**config.mk**
```make
export PLATFORM = sky130hd
export DESIGN_NAME = cell_balance_controller_top
export DESIGN_NICKNAME = d
export VERILOG_FILES = /design/src/cbc_pkg.sv /design/src/cbc_seq.sv /design/src/cbc_dp.sv /design/src/cell_balance_controller_top.sv
export SDC_FILE = /design/constraint.sdc
export NUM_CORES = 2
export LEC_CHECK = 0
export BUFFER_PORTS_ARGS = -buffer_cell sky130_fd_sc_hd__buf_2
export CORE_UTILIZATION = 45
export CTS_CLUSTER_DIAMETER = 200
export DETAILED_ROUTE_END_ITERATION = 8
export PLACE_DENSITY = 0.71
export SETUP_SLACK_MARGIN = 0.05
export SYNTH_ARGS = -nofsm -noshare
export SYNTH_HDL_FRONTEND = slang
export SYNTH_SLANG_ARGS = --single-unit
```
**constraint.sdc**
```tcl
create_clock -name clk -period 6.6 [get_ports clk]
set_clock_uncertainty 0.2 [all_clocks]
set_input_delay 1.32 -clock clk [delete_from_list [all_inputs] [get_ports clk]]
set_output_delay 1.32 -clock clk [all_outputs]
set_load 0.03 [all_outputs]
```
**src/cbc_pkg.sv**
```systemverilog
// ---------------------------------------------------------------------------
// cbc_pkg
// Shared widths, register and step codes, control word types and the
// microcode table of the cell balance controller.
// ---------------------------------------------------------------------------
`default_nettype none

package cbc_pkg;

    localparam int NUM_CELL_INPUTS = 4;
    localparam int MAX_CELLS_DEF   = 4;

    localparam int CELL_W  = 16;
    localparam int CELLS_W = 3;
    localparam int SMAX_W  = 4;
    localparam int SCALE_W = 12;
    localparam int FRAC_W  = 8;
    localparam int DIVD_W  = SMAX_W + FRAC_W + CELL_W;
    localparam int QCNT_W  = $clog2(DIVD_W);
    localparam int PROD_W  = CELL_W + SCALE_W;
    localparam int IDX_W   = $clog2(NUM_CELL_INPUTS);
    localparam int MASK_W  = NUM_CELL_INPUTS;
    localparam int CIDX_W  = 3;

    localparam logic [SCALE_W-1:0] SCALE_ONE = 12'd256;
    localparam logic [SCALE_W-1:0] SCALE_SAT = 12'd4095;

    // configuration register indexes
    localparam logic [CIDX_W-1:0] REG_CELLS = 3'd0;
    localparam logic [CIDX_W-1:0] REG_SMAX  = 3'd1;
    localparam logic [CIDX_W-1:0] REG_VBAL  = 3'd2;
    localparam logic [CIDX_W-1:0] REG_VCHG  = 3'd3;
    localparam logic [CIDX_W-1:0] REG_DELTA = 3'd4;
    localparam logic [CIDX_W-1:0] REG_HYST  = 3'd5;
    localparam logic [CIDX_W-1:0] REG_OVP   = 3'd6;

    // program steps
    localparam int STEP_W = 4;
    localparam logic [STEP_W-1:0] STEP_WAIT   = 4'd0;
    localparam logic [STEP_W-1:0] STEP_CHECK  = 4'd1;
    localparam logic [STEP_W-1:0] STEP_SCAN   = 4'd2;
    localparam logic [STEP_W-1:0] STEP_SETUP  = 4'd3;
    localparam logic [STEP_W-1:0] STEP_DIV    = 4'd4;
    localparam logic [STEP_W-1:0] STEP_CLAMP  = 4'd5;
    localparam logic [STEP_W-1:0] STEP_MUL_ON = 4'd6;
    localparam logic [STEP_W-1:0] STEP_MUL_HY = 4'd7;
    localparam logic [STEP_W-1:0] STEP_FLAG   = 4'd8;
    localparam logic [STEP_W-1:0] STEP_MASK   = 4'd9;
    localparam logic [STEP_W-1:0] STEP_OUT    = 4'd10;
    localparam logic [STEP_W-1:0] STEP_LAST   = STEP_OUT;

    // datapath operations
    localparam int OP_W = 4;
    localparam logic [OP_W-1:0] OP_NOP    = 4'd0;
    localparam logic [OP_W-1:0] OP_LOAD   = 4'd1;
    localparam logic [OP_W-1:0] OP_CHECK  = 4'd2;
    localparam logic [OP_W-1:0] OP_SCAN   = 4'd3;
    localparam logic [OP_W-1:0] OP_SETUP  = 4'd4;
    localparam logic [OP_W-1:0] OP_DIV    = 4'd5;
    localparam logic [OP_W-1:0] OP_CLAMP  = 4'd6;
    localparam logic [OP_W-1:0] OP_MUL_ON = 4'd7;
    localparam logic [OP_W-1:0] OP_MUL_HY = 4'd8;
    localparam logic [OP_W-1:0] OP_FLAG   = 4'd9;
    localparam logic [OP_W-1:0] OP_MASK   = 4'd10;
    localparam logic [OP_W-1:0] OP_OUT    = 4'd11;

    // jump conditions: jump to target when true, else advance
    localparam int COND_W = 3;
    localparam logic [COND_W-1:0] C_NEXT      = 3'd0;
    localparam logic [COND_W-1:0] C_ALWAYS    = 3'd1;
    localparam logic [COND_W-1:0] C_NO_ACCEPT = 3'd2;
    localparam logic [COND_W-1:0] C_OFF       = 3'd3;
    localparam logic [COND_W-1:0] C_IDX_MORE  = 3'd4;
    localparam logic [COND_W-1:0] C_S_ONE     = 3'd5;
    localparam logic [COND_W-1:0] C_DIV_MORE  = 3'd6;
    localparam logic [COND_W-1:0] C_OUT_BUSY  = 3'd7;

    typedef struct packed {
        logic [OP_W-1:0]   op;
        logic [COND_W-1:0] cond;
        logic [STEP_W-1:0] target;
    } cbc_ctrl_t;

    typedef struct packed {
        logic accept;
        logic off;
        logic s_one;
        logic idx_more;
        logic div_more;
        logic out_busy;
    } cbc_status_t;

    typedef struct packed {
        logic [CELLS_W-1:0] cells;
        logic [SMAX_W-1:0]  smax;
        logic [CELL_W-1:0]  vbal;
        logic [CELL_W-1:0]  vchg;
        logic [CELL_W-1:0]  delta;
        logic [CELL_W-1:0]  hyst;
        logic [CELL_W-1:0]  ovp;
    } cbc_cfg_t;

    function automatic cbc_ctrl_t cbc_rom(input logic [STEP_W-1:0] step);
        cbc_ctrl_t w;
        unique case (step)
            STEP_WAIT:   w = '{op: OP_LOAD,   cond: C_NO_ACCEPT, target: STEP_WAIT};
            STEP_CHECK:  w = '{op: OP_CHECK,  cond: C_OFF,       target: STEP_OUT};
            STEP_SCAN:   w = '{op: OP_SCAN,   cond: C_IDX_MORE,  target: STEP_SCAN};
            STEP_SETUP:  w = '{op: OP_SETUP,  cond: C_S_ONE,     target: STEP_MUL_ON};
            STEP_DIV:    w = '{op: OP_DIV,    cond: C_DIV_MORE,  target: STEP_DIV};
            STEP_CLAMP:  w = '{op: OP_CLAMP,  cond: C_NEXT,      target: STEP_WAIT};
            STEP_MUL_ON: w = '{op: OP_MUL_ON, cond: C_NEXT,      target: STEP_WAIT};
            STEP_MUL_HY: w = '{op: OP_MUL_HY, cond: C_NEXT,      target: STEP_WAIT};
            STEP_FLAG:   w = '{op: OP_FLAG,   cond: C_NEXT,      target: STEP_WAIT};
            STEP_MASK:   w = '{op: OP_MASK,   cond: C_IDX_MORE,  target: STEP_MASK};
            STEP_OUT:    w = '{op: OP_OUT,    cond: C_OUT_BUSY,  target: STEP_OUT};
            default:     w = '{op: OP_NOP,    cond: C_ALWAYS,    target: STEP_WAIT};
        endcase
        return w;
    endfunction

endpackage

`default_nettype wire

```
**src/cbc_seq.sv**
```systemverilog
// ---------------------------------------------------------------------------
// cbc_seq
// Step counter and microcode table; resolves conditional jumps.
// ---------------------------------------------------------------------------
`default_nettype none

module cbc_seq (
    input  wire logic                        clk,
    input  wire logic                        rst_n,
    input  wire cbc_pkg::cbc_status_t        status,
    output cbc_pkg::cbc_ctrl_t               ctrl,
    output logic [cbc_pkg::STEP_W-1:0]       step
);
    import cbc_pkg::*;

    logic [STEP_W-1:0] step_reg;
    logic [STEP_W-1:0] step_next;
    logic              take;

    assign ctrl = cbc_rom(step_reg);
    assign step = step_reg;

    always_comb
    begin
        unique case (ctrl.cond)
            C_NEXT:      take = 1'b0;
            C_ALWAYS:    take = 1'b1;
            C_NO_ACCEPT: take = !status.accept;
            C_OFF:       take = status.off;
            C_IDX_MORE:  take = status.idx_more;
            C_S_ONE:     take = status.s_one;
            C_DIV_MORE:  take = status.div_more;
            C_OUT_BUSY:  take = status.out_busy;
        endcase

        if (take)
        begin
            step_next = ctrl.target;
        end
        else if (step_reg == STEP_LAST)
        begin
            step_next = STEP_WAIT;
        end
        else
        begin
            step_next = step_reg + 1'b1;
        end
    end

    always_ff @(posedge clk or negedge rst_n)
    begin
        if (!rst_n)
        begin
            step_reg <= STEP_WAIT;
        end
        else
        begin
            step_reg <= step_next;
        end
    end

endmodule

`default_nettype wire

```
**src/cbc_dp.sv**
```systemverilog
// ---------------------------------------------------------------------------
// cbc_dp
// Datapath: cell scan, restoring divider, threshold products, hysteresis
// flag, bleed mask and the output register.
// ---------------------------------------------------------------------------
`default_nettype none

module cbc_dp #(
    parameter int MAX_CELLS = cbc_pkg::MAX_CELLS_DEF
) (
    input  wire logic                          clk,
    input  wire logic                          rst_n,
    input  wire cbc_pkg::cbc_cfg_t             cfg,
    input  wire logic [cbc_pkg::OP_W-1:0]      op,
    input  wire logic                          accept,
    input  wire logic [cbc_pkg::CELL_W-1:0]    cell_one_mv,
    input  wire logic [cbc_pkg::CELL_W-1:0]    cell_two_mv,
    input  wire logic [cbc_pkg::CELL_W-1:0]    cell_three_mv,
    input  wire logic [cbc_pkg::CELL_W-1:0]    cell_four_mv,
    input  wire logic                          port_present,
    input  wire logic                          main_present,
    input  wire logic                          fault_present,
    input  wire logic                          out_stall,
    output logic                               out_valid,
    output logic [cbc_pkg::MASK_W-1:0]         discharge_drive,
    output logic                               balancing_active,
    output cbc_pkg::cbc_status_t               status
);
    import cbc_pkg::*;

    localparam int CELL_LIM = (MAX_CELLS < NUM_CELL_INPUTS) ? MAX_CELLS : NUM_CELL_INPUTS;
    localparam logic [CELLS_W-1:0] CELL_LIM_V = CELLS_W'(CELL_LIM);

    // control state
    logic              flag_reg,  flag_next;
    logic [MASK_W-1:0] mask_reg,  mask_next;
    logic              ovld_reg,  ovld_next;

    // payload
    logic [CELL_W-1:0] cell_reg [NUM_CELL_INPUTS];
    logic [CELL_W-1:0] cell_next [NUM_CELL_INPUTS];
    logic              off_reg,   off_next;
    logic              main_reg,  main_next;
    logic [CELL_W-1:0] vmin_reg,  vmin_next;
    logic [CELL_W-1:0] vmax_reg,  vmax_next;
    logic [IDX_W-1:0]  idx_reg,   idx_next;
    logic [CELL_W-1:0] den_reg,   den_next;
    logic [CELL_W-1:0] rem_reg,   rem_next;
    logic [DIVD_W-1:0] dq_reg,    dq_next;
    logic [QCNT_W-1:0] cnt_reg,   cnt_next;
    logic [SCALE_W-1:0] s_reg,    s_next;
    logic [PROD_W-1:0] thr_on_reg, thr_on_next;
    logic [PROD_W-1:0] thr_hy_reg, thr_hy_next;
    logic [MASK_W-1:0] drive_reg, drive_next;
    logic              act_reg,   act_next;

    logic [CELLS_W-1:0] n_use;
    logic [CELLS_W-1:0] n_scan;
    logic [CELL_W-1:0]  cur;
    logic [CELL_W-1:0]  num;
    logic [CELL_W:0]    shifted;
    logic [CELL_W:0]    trial;
    logic [PROD_W-1:0]  spread;
    logic [PROD_W-1:0]  excess;
    logic               out_busy;

    assign n_use    = (cfg.cells > CELL_LIM_V) ? CELL_LIM_V : cfg.cells;
    assign n_scan   = (n_use == '0) ? CELLS_W'(1) : n_use;
    assign cur      = cell_reg[idx_reg];
    assign num      = (vmax_reg < cfg.vchg) ? (cfg.vchg - vmax_reg) : '0;
    assign shifted  = {rem_reg, dq_reg[DIVD_W-1]};
    assign trial    = shifted - {1'b0, den_reg};
    assign spread   = PROD_W'({vmax_reg - vmin_reg, {FRAC_W{1'b0}}});
    assign excess   = PROD_W'({cur - vmin_reg, {FRAC_W{1'b0}}});
    assign out_busy = ovld_reg && out_stall;

    assign status.accept   = accept;
    assign status.off      = off_reg;
    assign status.s_one    = !main_reg || (cfg.vchg <= cfg.vbal);
    assign status.idx_more = (idx_reg != IDX_W'(NUM_CELL_INPUTS - 1));
    assign status.div_more = (cnt_reg != QCNT_W'(DIVD_W - 1));
    assign status.out_busy = out_busy;

    assign out_valid        = ovld_reg;
    assign discharge_drive  = drive_reg;
    assign balancing_active = act_reg;

    always_comb
    begin
        flag_next   = flag_reg;
        mask_next   = mask_reg;
        ovld_next   = ovld_reg && out_stall;
        cell_next   = cell_reg;
        off_next    = off_reg;
        main_next   = main_reg;
        vmin_next   = vmin_reg;
        vmax_next   = vmax_reg;
        idx_next    = idx_reg;
        den_next    = den_reg;
        rem_next    = rem_reg;
        dq_next     = dq_reg;
        cnt_next    = cnt_reg;
        s_next      = s_reg;
        thr_on_next = thr_on_reg;
        thr_hy_next = thr_hy_reg;
        drive_next  = drive_reg;
        act_next    = act_reg;

        unique case (op)
            OP_LOAD:
            begin
                if (accept)
                begin
                    cell_next[0] = cell_one_mv;
                    cell_next[1] = cell_two_mv;
                    cell_next[2] = cell_three_mv;
                    cell_next[3] = cell_four_mv;
                    off_next     = !port_present || fault_present;
                    main_next    = main_present;
                    vmin_next    = cell_one_mv;
                    vmax_next    = cell_one_mv;
                    idx_next     = IDX_W'(1);
                end
            end
            OP_CHECK:
            begin
                if (off_reg)
                begin
                    flag_next = 1'b0;
                end
            end
            OP_SCAN:
            begin
                if (CELLS_W'(idx_reg) < n_scan)
                begin
                    if (cur < vmin_reg)
                    begin
                        vmin_next = cur;
                    end
                    if (cur > vmax_reg)
                    begin
                        vmax_next = cur;
                    end
                end
                idx_next = idx_reg + 1'b1;
            end
            OP_SETUP:
            begin
                den_next = cfg.vchg - cfg.vbal;
                dq_next  = (DIVD_W'(cfg.smax) * DIVD_W'(num)) << FRAC_W;
                rem_next = '0;
                cnt_next = '0;
                s_next   = SCALE_ONE;
                idx_next = '0;
            end
            OP_DIV:
            begin
                if (!trial[CELL_W])
                begin
                    rem_next = trial[CELL_W-1:0];
                    dq_next  = {dq_reg[DIVD_W-2:0], 1'b1};
                end
                else
                begin
                    rem_next = shifted[CELL_W-1:0];
                    dq_next  = {dq_reg[DIVD_W-2:0], 1'b0};
                end
                cnt_next = cnt_reg + 1'b1;
            end
            OP_CLAMP:
            begin
                if (dq_reg < DIVD_W'(SCALE_ONE))
                begin
                    s_next = SCALE_ONE;
                end
                else if (dq_reg > DIVD_W'(SCALE_SAT))
                begin
                    s_next = SCALE_SAT;
                end
                else
                begin
                    s_next = dq_reg[SCALE_W-1:0];
                end
            end
            OP_MUL_ON:
            begin
                thr_on_next = PROD_W'(cfg.delta) * PROD_W'(s_reg);
            end
            OP_MUL_HY:
            begin
                thr_hy_next = PROD_W'(cfg.hyst) * PROD_W'(s_reg);
            end
            OP_FLAG:
            begin
                if (spread >= thr_on_reg && vmin_reg > cfg.vbal && !flag_reg)
                begin
                    flag_next = 1'b1;
                end
                else if ((spread < thr_hy_reg && flag_reg) || vmin_reg < cfg.vbal)
                begin
                    flag_next = 1'b0;
                end
            end
            OP_MASK:
            begin
                if (CELLS_W'(idx_reg) < n_use)
                begin
                    if (cur >= cfg.ovp)
                    begin
                        mask_next[idx_reg] = 1'b1;
                    end
                    else if (flag_reg && excess >= thr_hy_reg)
                    begin
                        mask_next[idx_reg] = 1'b1;
                    end
                    else
                    begin
                        mask_next[idx_reg] = 1'b0;
                    end
                end
                idx_next = idx_reg + 1'b1;
            end
            OP_OUT:
            begin
                if (!out_busy)
                begin
                    ovld_next  = 1'b1;
                    drive_next = off_reg ? '0 : mask_reg;
                    act_next   = off_reg ? 1'b0 : flag_reg;
                end
            end
            default:
            begin
            end
        endcase
    end

    always_ff @(posedge clk or negedge rst_n)
    begin
        if (!rst_n)
        begin
            flag_reg <= 1'b0;
            mask_reg <= '0;
            ovld_reg <= 1'b0;
        end
        else
        begin
            flag_reg <= flag_next;
            mask_reg <= mask_next;
            ovld_reg <= ovld_next;
        end
    end

    always_ff @(posedge clk)
    begin
        cell_reg   <= cell_next;
        off_reg    <= off_next;
        main_reg   <= main_next;
        vmin_reg   <= vmin_next;
        vmax_reg   <= vmax_next;
        idx_reg    <= idx_next;
        den_reg    <= den_next;
        rem_reg    <= rem_next;
        dq_reg     <= dq_next;
        cnt_reg    <= cnt_next;
        s_reg      <= s_next;
        thr_on_reg <= thr_on_next;
        thr_hy_reg <= thr_hy_next;
        drive_reg  <= drive_next;
        act_reg    <= act_next;
    end

endmodule

`default_nettype wire

```
**src/cell_balance_controller_top.sv**
```systemverilog
// ---------------------------------------------------------------------------
// cell_balance_controller_top
// Passive cell balancing controller with hysteresis, microcoded.
// ---------------------------------------------------------------------------
// One measurement round is taken per input transfer: four cell voltages in
// mV plus balance-port, main-connector and fault flags. The block finds the
// lowest and highest of the cells in use, forms a Q4.8 scale factor
// smax*(vchg-vmax)/(vchg-vbal) clamped to [1.0, 4095/256], switches the
// balancing enable with scaled on/off spread thresholds and updates one
// bleed bit per cell. Each round yields exactly one result transfer. A
// new round is taken only once the sequencer is back at its wait step; the
// restoring divide (one quotient bit per cycle) dominates, the cell scan
// visits each cell input after the first and the mask update every cell
// input. When the scale factor is fixed at 1.0 (main connector off or vchg
// not above vbal) the divide is skipped; a round with no port or a fault
// goes straight from the check step to the output step. The output register
// lets the sequencer finish the next round while a result is still held by
// a stalled receiver; the sequencer only waits at its output step when the
// previous result is still waiting. Configuration writes are always ready
// and must only be issued while the block is idle.
// ---------------------------------------------------------------------------
`default_nettype none

module cell_balance_controller_top #(
    parameter int MAX_CELLS = cbc_pkg::MAX_CELLS_DEF
) (
    input  wire logic                          clk,
    input  wire logic                          rst_n,
    // measurement round channel
    input  wire logic                          in_valid,
    output logic                               in_stall,
    input  wire logic [cbc_pkg::CELL_W-1:0]    cell_one_mv,
    input  wire logic [cbc_pkg::CELL_W-1:0]    cell_two_mv,
    input  wire logic [cbc_pkg::CELL_W-1:0]    cell_three_mv,
    input  wire logic [cbc_pkg::CELL_W-1:0]    cell_four_mv,
    input  wire logic                          port_present,
    input  wire logic                          main_present,
    input  wire logic                          fault_present,
    // result channel
    output logic                               out_valid,
    input  wire logic                          out_stall,
    output logic [cbc_pkg::MASK_W-1:0]         discharge_drive,
    output logic                               balancing_active,
    // configuration write channel
    input  wire logic                          cfg_valid,
    output logic                               cfg_ready,
    input  wire logic [cbc_pkg::CIDX_W-1:0]    cfg_index,
    input  wire logic [cbc_pkg::CELL_W-1:0]    cfg_data
);
    import cbc_pkg::*;

    cbc_cfg_t          cfg_reg;
    cbc_cfg_t          cfg_next;
    cbc_ctrl_t         ctrl;
    cbc_status_t       status;
    logic [STEP_W-1:0] step;
    logic              in_accept;
    logic              cfg_write;

    // Take a new round only while the sequencer sits at its wait step.
    assign in_stall  = (step != STEP_WAIT);
    assign in_accept = in_valid && !in_stall;

    // Register writes go straight into the configuration register, so the port never holds off.
    assign cfg_ready = 1'b1;
    assign cfg_write = cfg_valid && cfg_ready;

    // Decode the register index; drop writes beyond the register list.
    always_comb
    begin
        cfg_next = cfg_reg;
        if (cfg_write)
        begin
            unique case (cfg_index)
                REG_CELLS: cfg_next.cells = cfg_data[CELLS_W-1:0];
                REG_SMAX:  cfg_next.smax  = cfg_data[SMAX_W-1:0];
                REG_VBAL:  cfg_next.vbal  = cfg_data;
                REG_VCHG:  cfg_next.vchg  = cfg_data;
                REG_DELTA: cfg_next.delta = cfg_data;
                REG_HYST:  cfg_next.hyst  = cfg_data;
                REG_OVP:   cfg_next.ovp   = cfg_data;
                default:
                begin
                end
            endcase
        end
    end

    always_ff @(posedge clk or negedge rst_n)
    begin
        if (!rst_n)
        begin
            cfg_reg.cells <= CELLS_W'(4);
            cfg_reg.smax  <= SMAX_W'(4);
            cfg_reg.vbal  <= CELL_W'(3000);
            cfg_reg.vchg  <= CELL_W'(4150);
            cfg_reg.delta <= CELL_W'(50);
            cfg_reg.hyst  <= CELL_W'(20);
            cfg_reg.ovp   <= CELL_W'(4250);
        end
        else
        begin
            cfg_reg <= cfg_next;
        end
    end

    // Sequencer: step counter and control word table.
    cbc_seq u_seq (
        .clk    (clk),
        .rst_n  (rst_n),
        .status (status),
        .ctrl   (ctrl),
        .step   (step)
    );

    // Datapath driven by the current control word.
    cbc_dp #(
        .MAX_CELLS (MAX_CELLS)
    ) u_dp (
        .clk              (clk),
        .rst_n            (rst_n),
        .cfg              (cfg_reg),
        .op               (ctrl.op),
        .accept           (in_accept),
        .cell_one_mv      (cell_one_mv),
        .cell_two_mv      (cell_two_mv),
        .cell_three_mv    (cell_three_mv),
        .cell_four_mv     (cell_four_mv),
        .port_present     (port_present),
        .main_present     (main_present),
        .fault_present    (fault_present),
        .out_stall        (out_stall),
        .out_valid        (out_valid),
        .discharge_drive  (discharge_drive),
        .balancing_active (balancing_active),
        .status           (status)
    );

    // An accepted round always advances to the service check.
    a_accept_advances: assert property (@(posedge clk) disable iff (!rst_n)
        in_accept |=> (step == STEP_CHECK))
        else $error("accepted round did not advance to check step");

    // A result is only raised from the output step.
    a_result_from_out: assert property (@(posedge clk) disable iff (!rst_n)
        $rose(out_valid) |-> $past(step == STEP_OUT))
        else $error("result raised outside output step");

    // Leaving the output step with room loads the output register.
    a_out_loads: assert property (@(posedge clk) disable iff (!rst_n)
        (step == STEP_OUT && !(out_valid && out_stall)) |=> out_valid)
        else $error("output step left without loading a result");

endmodule

`default_nettype wire
```
==> metrics.cfg <==
[min_path]
hold_class = register to register

[route]
antenna_left = 0
drc = 0
routed_wl_mm = 81.3
initialDrtViolationCount = 1765
vias = 23700
firstDrtPassIters = 5
wl_per_cell_um = 18.6
vias_per_cell = 5.43

[global_routing]
grt_usage = 0.226
grt_pass1_wl_mm = 130
grt_max_degree = 54
grt_pass1_vias = 23900
antenna_found_initial = 9
grt_overflow = 0

[place]
dp_hpwl_mm = 64.0
place.gp.congestion = 0.945
io_buffers = 97

[floorplan]
pin_count = 99
start_util = 0.458
coreArea_um2 = 71900
rows = 98
die_h_um = 272
die_w_um = 272
die_area_um2 = 74200

[finish]
largest_register_ffs = 87
drive_above_1_share = 0.110
nNetsFinal = 4126
final_util = 0.498
syn2layout_area_growth_pct = 8.75
fill_cells = 6605

[setup_path]
crit_type = register to register
cp.required_ns = 6.73
worst_path_largest_cell_delay_ns = 0.78
timing.critical_path.buf_inv = 3
worstPathArrival_ns = 6.32
cp-start-kind = register
slowest_stage = edfxtp_1
worstPathCellList = nand2_1 > fa_1 > inv_1 > fa_1 > inv_1 > fa_1 > fa_1 > fa_1 > inv_1 > ha_1 > a21o_1 > a211o_1 > a2111oi_2 > nor3b_1 > o2111ai_1 > o21ai_1 > o41ai_1 > xnor2_1
path_delay_family = adder cells
rrSetupSlack_ns = 0.42
crit_fanout = 17
end_kind = register
cpMostUsedCell = fa_1

[timing]
hold_slack_ns = 0.306
max_slew_margin = 0.320
max_freq_mhz = 162
tightest_slew_ns = 1.02
setup_tns_ns = 0
hold_viol = 0
slew_violations = 0
setup_viol = 0
fin_crit_sh = 0.937
rsz0062_at_grt = no
period_needed_ns = 6.18

[cts]
post-cts-setup-buffer-count = 0
cts.root.buffer_cell = clkbuf_16
cts_tree = done
cts_resized = 0
insertion_delay_ns = 0.58
cts_hold_buf = 0
htree_levels = 2
path_clk_slew_ns = 0.07
cts_made_buffers = 38
numClockSinks = 335
cts_buffer_depth = 3

[synthesis]
synth_top_flop_cell = edfxtp_1
avgSynthCellArea_um2 = 9.93
synth_cell_types = 81
synth_nets = 4060
syn-instance-count = 3313
yosysWarnings = 0
synth_edf_count = 238
ys_ff_latch = 335
ys_seq_area_frac = 0.292
async_flop_share = 0.290
syn_area_um2 = 32900

[status]
outcome = finished, final reports clean

[job]
drv_cap = 0

## layer usage
layer / GRT usage / part of all wire / up-vias
li1: - / - / 11200
met3: 0.0495 / 0.082 / 140
met1: 0.302 / 0.43 / 11700
met5: 0 / 0.00015 / -
met2: 0.359 / 0.46 / 655
met4: 0.0868 / 0.037 / 2
## cell usage in the layout (no fill, tap or decap), types with 31 or more instances in the layout
cell type	instances
ha_1	343
nor2_1	150
o21ai_0	86
nand3_1	31
nand2_1	385
clkbuf_16	40
a21o_1	74
a21oi_1	130
and2_1	146
buf_4	41
mux2_2	92
nor2b_1	44
dfrtp_1	73
xnor2_1	75
edfxtp_1	238
buf_2	96
fa_1	313
o21a_1	33
xor2_1	35
nor3_1	56
inv_1	544
## metrics by stage
stage	std cells	setup slack [ns]	area [µm²]
detailed placement	4289	0.448	34500
floorplan	3313	0.981	32900
finish	4363	0.417	35800
global placement	4289	0.538	34500
global route	4360	0.0668	35800
CTS	4359	0.415	35800
## area by class of cell
type	count	area, µm²	area share
timing repair buffer	138	808	0.0226
clock inverter	17	168	0.00469
multi-input combinational	2322	20900	0.583
tap	950	1190	0.0332
sequential	335	9600	0.268
clock buffer	53	1100	0.0307
inverter	544	2040	0.0571
antenna	4	10.0	0.000280
## kinds of logic (layout without fill, tap and decap cells)
group,after synthesis,in the layout,share of synthesized area
xor gates and xnor gates,110,110,0.0293
buffers and inverters,656,752,0.0754
adders and majority gates,656,656,0.321
other,1,5,0.000114
DFF,335,335,0.292
AOI/OAI and AO/OA,471,471,0.0942
and+or+nand+nor,961,961,0.141
muxes,123,123,0.0470
## path summary, 6_finish.rpt
check | startpoint | endpoint | cells past startpoint
max in group asynchronous | rst_n | cfg_reg[40]$_DFFE_PN0P_ | 2
min reg2reg | cfg_reg[8]$_DFFE_PN0P_ | cfg_reg[8]$_DFFE_PN0P_ | 1
min | cfg_reg[8]$_DFFE_PN0P_ | cfg_reg[8]$_DFFE_PN0P_ | 1
max reg2reg | u_dp.s_reg[10]$_SDFFCE_PN0P_ | u_dp.thr_hy_reg[25]$_DFFE_PN_ | 18
min in group asynchronous | rst_n | cfg_reg[62]$_DFFE_PN0P_ | 1
max | u_dp.s_reg[10]$_SDFFCE_PN0P_ | u_dp.thr_hy_reg[25]$_DFFE_PN_ | 18
## cells in the mapped netlist (all sizes together) (25+ instances only)
master,instances,area [µm²]
xor2,35,307
dfrtp,73,1830
ha,343,4290
nand2,387,1450
and2,146,913
nor2b,46,295
nor2,152,571
fa,313,6270
a21o,74,556
mux2,92,1040
edfxtp,238,7150
nor3,60,312
xnor2,75,657
a21oi,130,651
o21a,34,257
clkbuf,101,379
inv,544,2040
o21ai,95,475
nand4,25,156
nand3,31,155
Power is not shown: default switching activity piles up to over one toggle a cycle in this logic, so the estimate is an artifact.
